--- src/design/cdq_pkg.sv ---
// Package for the circular double-ended queue unit.
// Holds request and status codes, widths and the control struct for the cell chains.
// No dependencies.
package cdq_pkg;

  localparam int DATA_W        = 32;
  localparam int REQ_W         = 3;
  localparam int STATUS_W      = 2;
  localparam int DEPTH_DEFAULT = 8;

  localparam logic [REQ_W-1:0] REQ_PUSH_FRONT = 3'd0;
  localparam logic [REQ_W-1:0] REQ_PUSH_REAR  = 3'd1;
  localparam logic [REQ_W-1:0] REQ_POP_FRONT  = 3'd2;
  localparam logic [REQ_W-1:0] REQ_POP_REAR   = 3'd3;
  localparam logic [REQ_W-1:0] REQ_PEEK_FRONT = 3'd4;
  localparam logic [REQ_W-1:0] REQ_PEEK_REAR  = 3'd5;

  localparam logic [STATUS_W-1:0] ST_DONE  = 2'd0;
  localparam logic [STATUS_W-1:0] ST_FULL  = 2'd1;
  localparam logic [STATUS_W-1:0] ST_EMPTY = 2'd2;

  typedef struct packed {
    logic              shift_up;
    logic              shift_down;
    logic              write_end;
    logic [DATA_W-1:0] value;
  } chain_ctl_t;

endpackage

--- src/design/cdq_cell.sv ---
// Deque chain cell: holds a word, loads it from a neighbour or the push value.
// Depends on cdq_pkg.
module cdq_cell #(
  parameter int CNT_W = 4,
  parameter int INDEX = 0
) (
  input  logic                      clk,
  input  cdq_pkg::chain_ctl_t       ctl,
  input  logic [CNT_W-1:0]          cnt,
  input  logic [cdq_pkg::DATA_W-1:0] d_lower,
  input  logic [cdq_pkg::DATA_W-1:0] d_upper,
  output logic [cdq_pkg::DATA_W-1:0] q
);

  localparam logic [CNT_W-1:0] MY_INDEX = CNT_W'(INDEX);

  always_ff @(posedge clk) begin
    if (ctl.write_end && (cnt == MY_INDEX)) begin
      q <= ctl.value;
    end else if (ctl.shift_up) begin
      q <= d_lower;
    end else if (ctl.shift_down) begin
      q <= d_upper;
    end
  end

endmodule

--- src/design/cdq_chain.sv ---
// Row of DEPTH cells, head at cell 0, shifting up or down as one.
// Depends on cdq_pkg and cdq_cell.
module cdq_chain #(
  parameter int DEPTH = cdq_pkg::DEPTH_DEFAULT,
  parameter int CNT_W = $clog2(DEPTH + 1)
) (
  input  logic                       clk,
  input  cdq_pkg::chain_ctl_t        ctl,
  input  logic [CNT_W-1:0]           cnt,
  output logic [cdq_pkg::DATA_W-1:0] head
);

  logic [cdq_pkg::DATA_W-1:0] q [DEPTH];

  for (genvar i = 0; i < DEPTH; i++) begin : g_cell
    logic [cdq_pkg::DATA_W-1:0] lower;
    logic [cdq_pkg::DATA_W-1:0] upper;

    if (i == 0) begin : g_first
      assign lower = ctl.value;
    end else begin : g_mid_lo
      assign lower = q[i-1];
    end

    if (i == DEPTH - 1) begin : g_last
      assign upper = q[i];
    end else begin : g_mid_hi
      assign upper = q[i+1];
    end

    cdq_cell #(
      .CNT_W (CNT_W),
      .INDEX (i)
    ) u_cell (
      .clk     (clk),
      .ctl     (ctl),
      .cnt     (cnt),
      .d_lower (lower),
      .d_upper (upper),
      .q       (q[i])
    );
  end

  assign head = q[0];

endmodule

--- src/design/circular_double_ended_queue_unit.sv ---
// Top level of the circular double-ended queue unit.
// Depends on cdq_pkg and cdq_chain (two chains: front-aligned and rear-aligned).
//
//  channel  dir  handshake          payload
//  s_       in   s_tvalid/s_tready  s_tuser: req_type | s_tdata: push_value
//  m_       out  m_tvalid/m_tready  m_tuser: status   | m_tdata: read_value
//
// One transaction per cycle when not stalled; chains and output register load together.
// A push shifts one chain and writes the other at the fill count; a pop shifts one chain.
// Reset clears the fill count and the output valid; cell contents stay undefined.
// A stalled result holds the output register; a new request is taken as it drains.
module circular_double_ended_queue_unit #(
  parameter int DEPTH = cdq_pkg::DEPTH_DEFAULT
) (
  input  logic                         clk,
  input  logic                         rst,
  input  logic                         s_tvalid,
  output logic                         s_tready,
  input  logic [cdq_pkg::DATA_W-1:0]   s_tdata,  // [31:0] push_value
  input  logic [cdq_pkg::REQ_W-1:0]    s_tuser,  // [2:0] req_type
  output logic                         m_tvalid,
  input  logic                         m_tready,
  output logic [cdq_pkg::DATA_W-1:0]   m_tdata,  // [31:0] read_value
  output logic [cdq_pkg::STATUS_W-1:0] m_tuser   // [1:0] status
);

  localparam int CNT_W = $clog2(DEPTH + 1);
  localparam logic [CNT_W-1:0] CNT_FULL = CNT_W'(DEPTH);
  localparam logic [CNT_W-1:0] CNT_ONE  = CNT_W'(1);

  logic [CNT_W-1:0]            cnt;
  logic [CNT_W-1:0]            cnt_next;
  logic                        accept;
  logic                        full;
  logic                        empty;
  cdq_pkg::chain_ctl_t         ctl_a;
  cdq_pkg::chain_ctl_t         ctl_b;
  logic [cdq_pkg::DATA_W-1:0]  a_head;
  logic [cdq_pkg::DATA_W-1:0]  b_head;
  logic [cdq_pkg::STATUS_W-1:0] status_next;
  logic [cdq_pkg::DATA_W-1:0]  data_next;

  assign s_tready = !m_tvalid || m_tready;
  assign accept   = s_tvalid && s_tready;
  assign full     = (cnt == CNT_FULL);
  assign empty    = (cnt == '0);

  always_comb begin
    ctl_a       = '0;
    ctl_b       = '0;
    ctl_a.value = s_tdata;
    ctl_b.value = s_tdata;
    cnt_next    = cnt;
    status_next = cdq_pkg::ST_DONE;
    data_next   = '0;
    if (accept) begin
      case (s_tuser)
        cdq_pkg::REQ_PUSH_FRONT: begin
          if (full) begin
            status_next = cdq_pkg::ST_FULL;
          end else begin
            ctl_a.shift_up  = 1'b1;
            ctl_b.write_end = 1'b1;
            cnt_next        = cnt + CNT_ONE;
          end
        end
        cdq_pkg::REQ_PUSH_REAR: begin
          if (full) begin
            status_next = cdq_pkg::ST_FULL;
          end else begin
            ctl_b.shift_up  = 1'b1;
            ctl_a.write_end = 1'b1;
            cnt_next        = cnt + CNT_ONE;
          end
        end
        cdq_pkg::REQ_POP_FRONT: begin
          if (empty) begin
            status_next = cdq_pkg::ST_EMPTY;
          end else begin
            data_next        = a_head;
            ctl_a.shift_down = 1'b1;
            cnt_next         = cnt - CNT_ONE;
          end
        end
        cdq_pkg::REQ_POP_REAR: begin
          if (empty) begin
            status_next = cdq_pkg::ST_EMPTY;
          end else begin
            data_next        = b_head;
            ctl_b.shift_down = 1'b1;
            cnt_next         = cnt - CNT_ONE;
          end
        end
        cdq_pkg::REQ_PEEK_FRONT: begin
          if (empty) begin
            status_next = cdq_pkg::ST_EMPTY;
          end else begin
            data_next = a_head;
          end
        end
        cdq_pkg::REQ_PEEK_REAR: begin
          if (empty) begin
            status_next = cdq_pkg::ST_EMPTY;
          end else begin
            data_next = b_head;
          end
        end
        default: begin
        end
      endcase
    end
  end

  cdq_chain #(
    .DEPTH (DEPTH),
    .CNT_W (CNT_W)
  ) u_front_chain (
    .clk  (clk),
    .ctl  (ctl_a),
    .cnt  (cnt),
    .head (a_head)
  );

  cdq_chain #(
    .DEPTH (DEPTH),
    .CNT_W (CNT_W)
  ) u_rear_chain (
    .clk  (clk),
    .ctl  (ctl_b),
    .cnt  (cnt),
    .head (b_head)
  );

  always_ff @(posedge clk) begin
    if (rst) begin
      cnt      <= '0;
      m_tvalid <= 1'b0;
    end else begin
      cnt <= cnt_next;
      if (accept) begin
        m_tvalid <= 1'b1;
      end else if (m_tready) begin
        m_tvalid <= 1'b0;
      end
    end
  end

  always_ff @(posedge clk) begin
    if (accept) begin
      m_tdata <= data_next;
      m_tuser <= status_next;
    end
  end

  a_cnt_bound: assert property (@(posedge clk) disable iff (rst)
    cnt <= CNT_FULL)
    else $error("fill count beyond depth");

  a_single_heads: assert property (@(posedge clk) disable iff (rst)
    (cnt == CNT_ONE) |-> (a_head == b_head))
    else $error("front and rear chains disagree on the only element");

  a_full_refuse: assert property (@(posedge clk) disable iff (rst)
    (accept && full && (s_tuser == cdq_pkg::REQ_PUSH_FRONT ||
                        s_tuser == cdq_pkg::REQ_PUSH_REAR))
    |=> (m_tuser == cdq_pkg::ST_FULL) && (cnt == $past(cnt)))
    else $error("push into full queue not refused");

  a_pop_count: assert property (@(posedge clk) disable iff (rst)
    (accept && !empty && (s_tuser == cdq_pkg::REQ_POP_FRONT ||
                          s_tuser == cdq_pkg::REQ_POP_REAR))
    |=> (cnt == $past(cnt) - CNT_ONE) && (m_tuser == cdq_pkg::ST_DONE))
    else $error("pop did not drop one element");

endmodule
--- config.mk ---
export PLATFORM = sky130hd
export DESIGN_NAME = circular_double_ended_queue_unit
export DESIGN_NICKNAME = d
export VERILOG_FILES = /design/src/design/cdq_pkg.sv /design/src/design/cdq_cell.sv /design/src/design/cdq_chain.sv /design/src/design/circular_double_ended_queue_unit.sv
export SDC_FILE = /design/constraint.sdc
export NUM_CORES = 1
export LEC_CHECK = 0
export BUFFER_PORTS_ARGS = -buffer_cell sky130_fd_sc_hd__buf_2
export CELL_PAD_IN_SITES_DETAIL_PLACEMENT = 0
export CELL_PAD_IN_SITES_GLOBAL_PLACEMENT = 1
export CORE_UTILIZATION = 35
export DETAILED_ROUTE_END_ITERATION = 7
export PLACE_DENSITY = 0.56
export SKIP_CTS_REPAIR_TIMING = 1
export SYNTH_ARGS = -nofsm -noshare
export SYNTH_HDL_FRONTEND = slang
export SYNTH_SLANG_ARGS = --single-unit
--- constraint.sdc ---
create_clock -name clk -period 15.5 [get_ports clk]
set_input_delay 1.55 -clock clk [delete_from_list [all_inputs] [get_ports clk]]
set_output_delay 1.55 -clock clk [all_outputs]
set_load 0.01 [all_outputs]
==> out/qor.yml <==
run_status:
  status: "finished, final reports clean"
critical_path:
  start_kind: "primary input"
  critPathMaxStageDelay_ps: 1150
  worst-setup-path-type: "primary input to flop"
  cp-end-kind: "flop"
  worstPathBufferInverterCount: 3
  path_cells: "buf_2, nor2b_2, inv_1, and4_4, buf_4, nand2_1, a31oi_1"
  ff2ff_path_depth: 6
  family_of_cells_with_the_greatest_summed_delay_on_the_critical_path: "buffers and inverters"
  endpoint_required_time_on_the_critical_path_ps: 15940
  critical_path.reg2reg.endpoint: "u_rear_chain.g_cell[2].u_cell.q[29]"
  worst_reg_to_reg_setup_slack_ps: 11690
  cp_slowest_cell: "and4_4"
  critical_path.max_fanout: 99
  timing.rr.start: "m_tvalid"
  critPathArrivalTime_ps: 4880
floorplan:
  die-height_um: 279
  coreArea_um2: 75900
  dieWidth_um: 279
  rows: 101
  floorplan.initialDensity_pct: 35.4
  num_io_pins: 75
  fp.dieArea_um2: 77900
min_path:
  min_from: "u_rear_chain.g_cell[1].u_cell.q[2]"
  min_path_cells: 1
  min_path_type: "flop to flop"
  hold_end: "u_rear_chain.g_cell[0].u_cell.q[2]"
timing:
  slew_headroom_pct: 19.5
  timing.final.crit_period_ps: 4440
  fin_skew_ps: 16.9
  rsz0062_at_grt: "false"
  finalSetupViolCount: 0
  fin_crit_sh_pct: 28.6
  finalSetupTns_ps: 0
  slew_violations: 0
  final-hold-violation-count: 0
  fmax_mhz: 225
  max_slew.worst_pin.slew_ps: 1200
logic_synthesis:
  count_of_flip_flops_with_a_built_in_enable_after_synthesis: 546
  yosysMostFrequentCell: "nand2_1"
  dominant_cells_by_area_after_synthesis: "edfxtp_1, nand2_1, a31oi_1, nor2_1, mux2_2"
  fraction_of_registers_with_async_set_or_reset_after_synthesis_pct: 0
  distinct_cells_synth: 46
  synthSimpleGateAreaFrac_pct: 16.8
  postSynthNetCount: 2648
  synth_compound_area_share_pct: 11.5
  main_combinational_cell_family_by_area_after_synthesis: "simple AND/OR/NAND/NOR gates"
  synth_area_leader_cell: "edfxtp_1"
  synth.yosys.warnings: 0
  synth_sequential_area_ratio_pct: 61.4
  yosys_top_cell_area_share_pct: 61.0
  yosys.area_share.adder_pct: 0.186
  syn-instance-count: 2605
  yosys_register_bits: 551
  synthesis.area_per_instance_um2: 10.3
  synth_xor_xnor_area_share_pct: 0.130
  synth_top_cells_by_count: "nand2_1, edfxtp_1, nor2_1, a31oi_1, a21oi_1"
  mapped_cell_area_um2: 26900
  multiplexer_share_of_the_synthesized_area_pct: 5.89
  synth_ff_type: "edfxtp_1"
layout:
  area_delta_synth_final_pct: 10.9
  diode_count: 0
  final_cell_count_no_fill: 3622
  final_layout_size_suffix_gt1_share_pct: 13.4
  final.fill_count: 7430
  nNetsFinal: 2589
clocking:
  clk_transition_reported_paths_ps: 60
  clock_tree.htree_level_count: 3
  insertion_delay_ps: 600
  cts_made_buffers: 67
  cts_tree: "yes"
  cts_num_sinks: 551
  clk_root_buffer_cell: "clkbuf_16"
  clock_tree.buffer_depth: 3
global_route:
  antenna_found_initial: 6
  grt_first_pass_wirelength_um: 121000
  pin_count_of_the_biggest_net_entering_global_routing: 193
  global_route_total_usage_across_every_layer_pct: 20.3
  globalRouteOverflowTotal: 0
  number_of_global_route_vias_before_repair: 18800
routing:
  drt-wirelength-per-cell_um: 22.2
  drt_pre_antenna_iters: 6
  route.detailed.vias_per_inst: 5.43
  drt_wl_total_um: 80200
  vias: 19700
  remaining_drc_errors: 0
  drt-initial-drc-count: 1783
  detail-route-antenna-nets: 0
place:
  dp_cells: 3507
  place.detailed.hpwl_um: 46000
  gpl.final_weighted_congestion: 0.748
  port-buffer-count: 74
pwr:
  power_density_nw_per_um2: 115
  leakage_uw: 0.0108
  worst_voltage_drop_across_the_vdd_grid_uv: 55.5
run:
  max_cap_viol_count: 0
[flip-flops by register name, summed over array words and instances, names as in the netlist]
name and cells:
u_front_chain.g_cell.u_cell.q 256, m_tuser 2, cnt 4, m_tvalid 1
m_tdata 32, u_rear_chain.g_cell.u_cell.q 256
[final cells by class]
cell class / count / area [um2] / area share (%)
Inverter: 4 / 15.0 / 0.0504
Clock inverter: 23 / 125 / 0.420
Multi-Input combinational cell: 1816 / 9350 / 31.4
Sequential cell: 551 / 16500 / 55.4
Timing Repair Buffer: 106 / 623 / 2.09
Clock buffer: 92 / 1900 / 6.37
Tap cell: 1030 / 1290 / 4.33
[stage by stage]
stage               area (um2)  worst slack, ps  total power (uW)  util (%)  hold WS [ps]
finish                   29800            11060              3420      39.2           572
global route             29800            10830              3530      39.2           594
CTS                      29800            11100              3460      39.2           577
detailed placement       27800            10480              1950      36.6           563
global placement         27800            10540              1950      36.6           548
floorplan                26900             9210              1870         -           524
[layout by cell type (no fill, tap or decap), drive strengths merged]
cell,netlist,layout
xnor2,3,3
a31oi,288,288
nor2b,4,4
inv,4,4
mux2i,1,1
nand3b,1,1
nand4,16,16
clkinv,0,21
and4bb,2,2
a31o,1,1
a41o,1,1
buf,155,106
nor2,426,426
mux2,130,130
or3,1,1
nand2,688,688
and4,5,5
edfxtp,546,546
a2111oi,1,1
nor3,2,2
and2b,1,1
or2,1,1
a22oi,32,32
xor2,1,1
a21oi,194,194
nor4b,1,1
dfxtp,5,5
a211o,1,1
o21ai,1,1
nand3,3,3
nand2b,3,3
bufinv,0,1
ha,4,4
and4b,1,1
clkinvlp,0,1
clkbuf,79,92
nor3b,2,2
a211oi,1,1
[report_power, final]
group | switching [uW] | leakage (uW) | internal, uW
Combinational | 143 | 0.00475 | 60.2
Sequential | 26.1 | 0.00504 | 1690
Clock | 632 | 0.000986 | 868
Total | 801 | 0.0108 | 2620
[worst max path at each step]
stage                  start                             endpoint  cells after the start
finish              m_tready  u_rear_chain.g_cell[2].u_cell.q[29]                      7
floorplan           s_tvalid  u_front_chain.g_cell[0].u_cell.q[0]                      5
CTS                 m_tready  u_rear_chain.g_cell[1].u_cell.q[28]                      7
global route        m_tready  u_rear_chain.g_cell[1].u_cell.q[28]                      7
global placement    m_tready   u_rear_chain.g_cell[1].u_cell.q[0]                      7
detailed placement  m_tready  u_rear_chain.g_cell[1].u_cell.q[28]                      7
[kinds of logic (layout without fill, tap and decap cells)]
logic type	count (synthesis)	after routing
AND/OR/NAND/NOR	1157	1157
AO/OA/AOI/OAI	520	520
adder cells (fa/ha/maj)	4	4
flip-flops	551	551
buffers and inverters	238	225
multiplexers	131	131
XOR/XNOR	4	4
[layer usage]
layer	global-route usage, %	vias up	part of all wire [%]
met1	30.2	9790	48
met3	3.37	96	5.9
met5	0	-	0
li1	-	9147	-
met2	30.6	628	44
met4	5.07	0	1.8
(Power assumes the default switching activity.)
